===== src/rtl/core/table_driven_dfa_engine_unit_defines.svh =====
// assertion helpers shared by the core modules
`ifndef TABLE_DRIVEN_DFA_ENGINE_UNIT_DEFINES_SVH
`define TABLE_DRIVEN_DFA_ENGINE_UNIT_DEFINES_SVH

// same-cycle implication
`define TDE_ASSERT_IMP(name, clk, rst_n, ante, cons) \
  name: assert property (@(posedge clk) disable iff (!(rst_n)) (ante) |-> (cons)) \
    else $error("tde assertion failed");

// next-cycle implication
`define TDE_ASSERT_NXT(name, clk, rst_n, ante, cons) \
  name: assert property (@(posedge clk) disable iff (!(rst_n)) (ante) |=> (cons)) \
    else $error("tde assertion failed");

`endif


===== src/rtl/core/tde_pkg.sv =====
package tde_pkg;

  localparam int NUM_STATES      = 64;
  localparam int SYMBOL_BITS     = 8;
  localparam int STATE_BITS      = $clog2(NUM_STATES);
  localparam int TYPE_BITS       = 2;
  localparam int TRANS_DEPTH     = NUM_STATES * (2 ** SYMBOL_BITS);
  localparam int TRANS_ADDR_BITS = STATE_BITS + SYMBOL_BITS;
  localparam int TRANS_WIDTH     = STATE_BITS + 1;

  typedef enum logic [2:0] {
    OP_FEED       = 3'd0,
    OP_ADD_STATE  = 3'd1,
    OP_ADD_TRANS  = 3'd2,
    OP_SET_START  = 3'd3,
    OP_RESET      = 3'd4,
    OP_QUERY      = 3'd5
  } op_e;

  typedef enum logic [1:0] {
    ERR_NONE  = 2'd0,
    ERR_TYPE  = 2'd1,
    ERR_TRANS = 2'd2,
    ERR_START = 2'd3
  } err_e;

  typedef struct packed {
    logic [2:0] operation;
    logic [7:0] symbol;
    logic [5:0] source_state;
    logic [5:0] target_state;
    logic [1:0] type_code;
    logic       last;
  } in_item_t;

  typedef struct packed {
    logic [5:0] current_state;
    logic [1:0] state_type;
    logic [1:0] error_code;
  } out_item_t;

  typedef struct packed {
    logic                       clear;
    logic [TRANS_ADDR_BITS-1:0] clr_addr;
    logic                       accept;
    logic                       exec_commit;
    logic                       feed_step;
    logic                       type_commit;
  } ctrl_cmd_t;

  typedef struct packed {
    logic is_feed;
  } dp_status_t;

endpackage


===== src/rtl/core/tde_ctrl.sv =====
`include "table_driven_dfa_engine_unit_defines.svh"

module tde_ctrl import tde_pkg::*; (
  input  logic       clk_i,
  input  logic       rst_ni,
  input  logic       in_valid_i,
  output logic       in_stall_o,
  output logic       out_valid_o,
  input  logic       out_stall_i,
  input  dp_status_t status_i,
  output ctrl_cmd_t  cmd_o
);

  typedef enum logic [1:0] {
    ST_CLEAR,
    ST_IDLE,
    ST_EXEC,
    ST_TYPE
  } state_e;

  state_e                     state_q, state_d;
  logic [TRANS_ADDR_BITS-1:0] clr_cnt_q, clr_cnt_d;
  logic                       out_valid_q, out_valid_d;
  logic                       out_free;
  ctrl_cmd_t                  cmd;

  assign out_free = !out_valid_q || !out_stall_i;

  always_comb begin
    state_d          = state_q;
    clr_cnt_d        = clr_cnt_q;
    cmd              = '0;
    cmd.clr_addr     = clr_cnt_q;
    unique case (state_q)
      ST_CLEAR: begin
        cmd.clear = 1'b1;
        clr_cnt_d = clr_cnt_q + 1'b1;
        if (&clr_cnt_q) begin
          state_d = ST_IDLE;
        end
      end
      ST_IDLE: begin
        if (in_valid_i) begin
          cmd.accept = 1'b1;
          state_d    = ST_EXEC;
        end
      end
      ST_EXEC: begin
        if (status_i.is_feed) begin
          cmd.feed_step = 1'b1;
          state_d       = ST_TYPE;
        end else if (out_free) begin
          cmd.exec_commit = 1'b1;
          state_d         = ST_IDLE;
        end
      end
      ST_TYPE: begin
        if (out_free) begin
          cmd.type_commit = 1'b1;
          state_d         = ST_IDLE;
        end
      end
      default: state_d = ST_IDLE;
    endcase
    out_valid_d = (cmd.exec_commit || cmd.type_commit) ? 1'b1 : (out_valid_q && out_stall_i);
  end

  always_ff @(posedge clk_i or negedge rst_ni) begin
    if (!rst_ni) begin
      state_q     <= ST_CLEAR;
      clr_cnt_q   <= '0;
      out_valid_q <= 1'b0;
    end else begin
      state_q     <= state_d;
      clr_cnt_q   <= clr_cnt_d;
      out_valid_q <= out_valid_d;
    end
  end

  assign in_stall_o  = (state_q != ST_IDLE);
  assign out_valid_o = out_valid_q;
  assign cmd_o       = cmd;

  `TDE_ASSERT_IMP(a_no_result_in_clear, clk_i, rst_ni, state_q == ST_CLEAR, !out_valid_q)
  `TDE_ASSERT_IMP(a_no_overwrite, clk_i, rst_ni, cmd.exec_commit || cmd.type_commit,
                  !out_valid_q || !out_stall_i)
  `TDE_ASSERT_NXT(a_accept_blocks, clk_i, rst_ni, in_valid_i && !in_stall_o, in_stall_o)

endmodule


===== config.mk =====
export PLATFORM = sky130hd
export DESIGN_NAME = tde_ctrl
export DESIGN_NICKNAME = d
export VERILOG_FILES = /design/src/rtl/core/tde_pkg.sv /design/src/rtl/core/tde_ctrl.sv
export VERILOG_INCLUDE_DIRS = /design/src /design/src/rtl/core
export SDC_FILE = /design/constraint.sdc
export NUM_CORES = 1
export LEC_CHECK = 0
export BUFFER_PORTS_ARGS = -buffer_cell sky130_fd_sc_hd__buf_2
export CORE_ASPECT_RATIO = 0.9
export CORE_UTILIZATION = 45
export CTS_CLUSTER_DIAMETER = 30
export DETAILED_ROUTE_END_ITERATION = 6
export HOLD_SLACK_MARGIN = 0.05
export PLACE_DENSITY_LB_ADDON = 0.12
export SLEW_MARGIN = 5
export SYNTH_ARGS = -nofsm -noshare
export SYNTH_HDL_FRONTEND = slang
export SYNTH_SLANG_ARGS = --single-unit
export TNS_END_PERCENT = 1

===== constraint.sdc =====
create_clock -name clk_i -period 3 [get_ports clk_i]
set_input_delay 0.75 -clock clk_i [delete_from_list [all_inputs] [get_ports clk_i]]
set_output_delay 0.75 -clock clk_i [all_outputs]
set_load 0.02 [all_outputs]

==> impl_metrics.yaml <==
floorplanning:
  initial_utilization_pct: 49.5
  die_h_um: 43.2
  rows: 14
  top_level_ports: 26
  fp.dieArea_um2: 2070
  coreArea_um2: 1720
  die_w_um: 47.8
detailed_routing:
  wl_per_cell_um: 13.2
  vias: 671
  highest-signal-layer: "met4"
  met1Wirelength_um: 800
  drt_iter0_drc: 4
  antenna_left: 0
  drc: 0
  wl_um: 1700
  dr_wl_met2_um: 819
  dr.pass1.iters: 3
  met3_length_um: 60
  vias_per_cell: 5.20
logic_synthesis:
  yosys_register_bits: 17
  synth_area_per_cell_um2: 11.0
  ys_top_cells_by_area: "dfrtp_1 50%, xor2_1 8.2%, xnor2_1 5.2%, nand2_1 4.0%, nor4_2 2.9%"
  yosys_warnings: 0
  syn_nets: 83
  yosysTopAreaCellShare_pct: 50.1
  synth_top_cell_by_area: "dfrtp_1"
  syn-instance-count: 77
  synth_area_um2: 850
  ys_seq_area_share_pct: 50.1
  synth_cell_types: 27
setup_path:
  cp_max_fo: 10
  endpoint_kind: "output pin"
  crit_chain: "or2_1 -> inv_2 -> buf_2"
  worstReg2RegStart: "state_q[1]$_DFFE_PN0P_"
  cp-startpoint: "state_q[1]$_DFFE_PN0P_"
  critPathMaxStageDelay_ps: 480
  criticalPathCategory: "reg -> out"
  cp.arrival_ps: 1480
  required_ps: 2250
  cp_slowest_cell: "dfrtp_1"
  crit_path_start_kind: "flop"
sta:
  hold_viol_final: 0
  final_max_slew_viol_count: 0
  worst_slew_pin_slew_ps: 387
  tns_ps: 0
  skew_ps: 3.99
  rsz0062_at_grt: "false"
  min_period_ps: 2230
  relSlewSlack_pct: 74.2
  fin_crit_sh_pct: 74.2
  max_freq_mhz: 449
  setup_violations: 0
grt:
  antenna_found_initial: 0
  grt_max_degree: 18
  grt_remaining_overflow: 0
  grt_util_all_layers_pct: 19.2
  grt_first_pass_wirelength_um: 2750
  grt_pass1_vias: 618
flow_run:
  maxCapViolCount: 0
power:
  p_sw_share_pct: 23.1
  clkPwrFrac_pct: 35.1
  vdd_drop_max_mv: 0.221
  p_int_mw: 0.281
  switching_power_mw: 0.0845
  power_frac_seq_pct: 62.7
  power_density_nw_per_um2: 358
  cellLeakagePower_nw: 0.524
  p_comb_share_pct: 2.2
clocking:
  cts-htree-levels: 1
  cts_sinks: 17
  cts_buffer_depth: 2
  cts_setup_buffers: 0
  cts_root_buf: "clkbuf_4"
  clock_latency_ps: 290
  cts_resized: 0
  cts_buffers: 3
  cts_hold_buf: 0
  cts_tree: "built"
  clk_pin_slew_worst_paths_ps: 110
hold_path:
  hold_path_class: "in -> async"
finish:
  layout-drive-gt1-share_pct: 32.4
  fill_cells: 169
  final_cell_area_um2: 1020
  post-route-util_pct: 59.5
  diodes: 0
  final-seq-area_um2: 425
  area_delta_synth_final_pct: 20.2
  multiInputGateArea_um2: 398
  finalNetCount: 112
  fin_cells: 129
outcome:
  run_status: "finished, final reports clean"
placed_design:
  place_congestion: 0.735
  place_hpwl_um: 1200
  placed_area_um2: 993
  portBuffers: 25
  place_inst: 125
==> Yosys cell counts, drive strengths merged <==
master / number
o41ai: 1
nand2b: 1
ha: 1
and4bb: 1
nor3b: 1
nor4: 4
o21ai: 2
buf: 1
xor2: 8
nand4: 4
xnor2: 5
nand4bb: 2
nor3: 4
nand2: 9
nor2: 2
o311a: 1
dfrtp: 17
or2b: 1
or2: 1
nand3b: 1
nand3: 4
a21o: 1
inv: 4
and3: 1
==> flip-flops by register name (all words and copies together), names as in the netlist <==
register,flops
state_q,2
out_valid_o,1
clr_cnt_q,14
==> power groups by stage <==
stage | sequential, mW | clock (mW) | combinational, mW
after detailed placement | 0.233 | 0 | 0.00854
after CTS | 0.229 | 0.128 | 0.00856
after floorplan | 0.234 | 0 | 0.000715
after global placement | 0.233 | 0 | 0.00795
after global routing | 0.229 | 0.142 | 0.00959
final | 0.229 | 0.128 | 0.00797
==> cells by family after synthesis <==
family                   share of synthesized area, %
XOR/XNOR                                         13.4
adder cells (fa/ha/maj)                          1.47
flip-flops                                       50.1
buffers and inverters                            3.09
AO/OA/AOI/OAI                                    4.27
AND/OR/NAND/NOR                                  27.7
==> final timing paths <==
| check | slack [ps] | end | depth (start not counted) |
|---|---|---|---|
| worst min-delay path | 360 | clr_cnt_q[10]$_DFFE_PN0N_ | 1 |
| worst max-delay path | 770 | cmd_o[18] | 3 |
| min in group clk_i | 500 | clr_cnt_q[13]$_DFFE_PN0N_ | 1 |
| worst max register to register | 1540 | clr_cnt_q[11]$_DFFE_PN0N_ | 3 |
| max in group asynchronous | 2360 | state_q[0]$_DFFE_PN0P_ | 1 |
| worst min register to register | 500 | clr_cnt_q[13]$_DFFE_PN0N_ | 1 |
==> metrics by stage <==
step	hold slack, ps	power (mW)	setup WS, ps
after floorplan	454	0.234	859
after global placement	477	0.241	935
after detailed placement	484	0.242	931
after CTS	378	0.365	774
after global routing	373	0.381	693
final	359	0.365	774
==> routing by layer <==
| metal | GRT usage, % | vias up |
|---|---|---|
| li1 | - | 332 |
| met1 | 25.7 | 319 |
| met2 | 29.2 | 18 |
| met3 | 5.11 | 2 |
| met4 | 6.67 | 0 |
| met5 | 0 | - |
==> worst max-delay path, delay by kind of cell, from the launching register on <==
kind / cells / cell delay, ps
flip-flops: 1 / 480
buffers and inverters: 2 / 300
AND/OR/NAND/NOR: 1 / 400
==> layout make-up <==
type,count,area share [%]
inverter,4,1.47
tap,24,2.94
timing repair buffer,25,12.3
sequential,17,41.7
multi-input combinational,55,39.0
clock inverter,1,0.490
clock buffer,3,2.21
==> cells in the final DEF (no fill, tap or decap), drive strengths merged <==
cell type / instances
nand4: 4
o311a: 1
o41ai: 1
or2b: 1
inv: 4
nand2: 9
xnor2: 5
a21o: 1
o21ai: 2
nand3: 4
nand3b: 1
or2: 1
and3: 1
nor3: 4
nand2b: 1
buf: 25
xor2: 8
dfrtp: 17
nand4bb: 2
and4bb: 1
nor4: 4
clkinv: 1
clkbuf: 3
ha: 1
nor2: 2
nor3b: 1
Power figures use the tool's default switching activity.
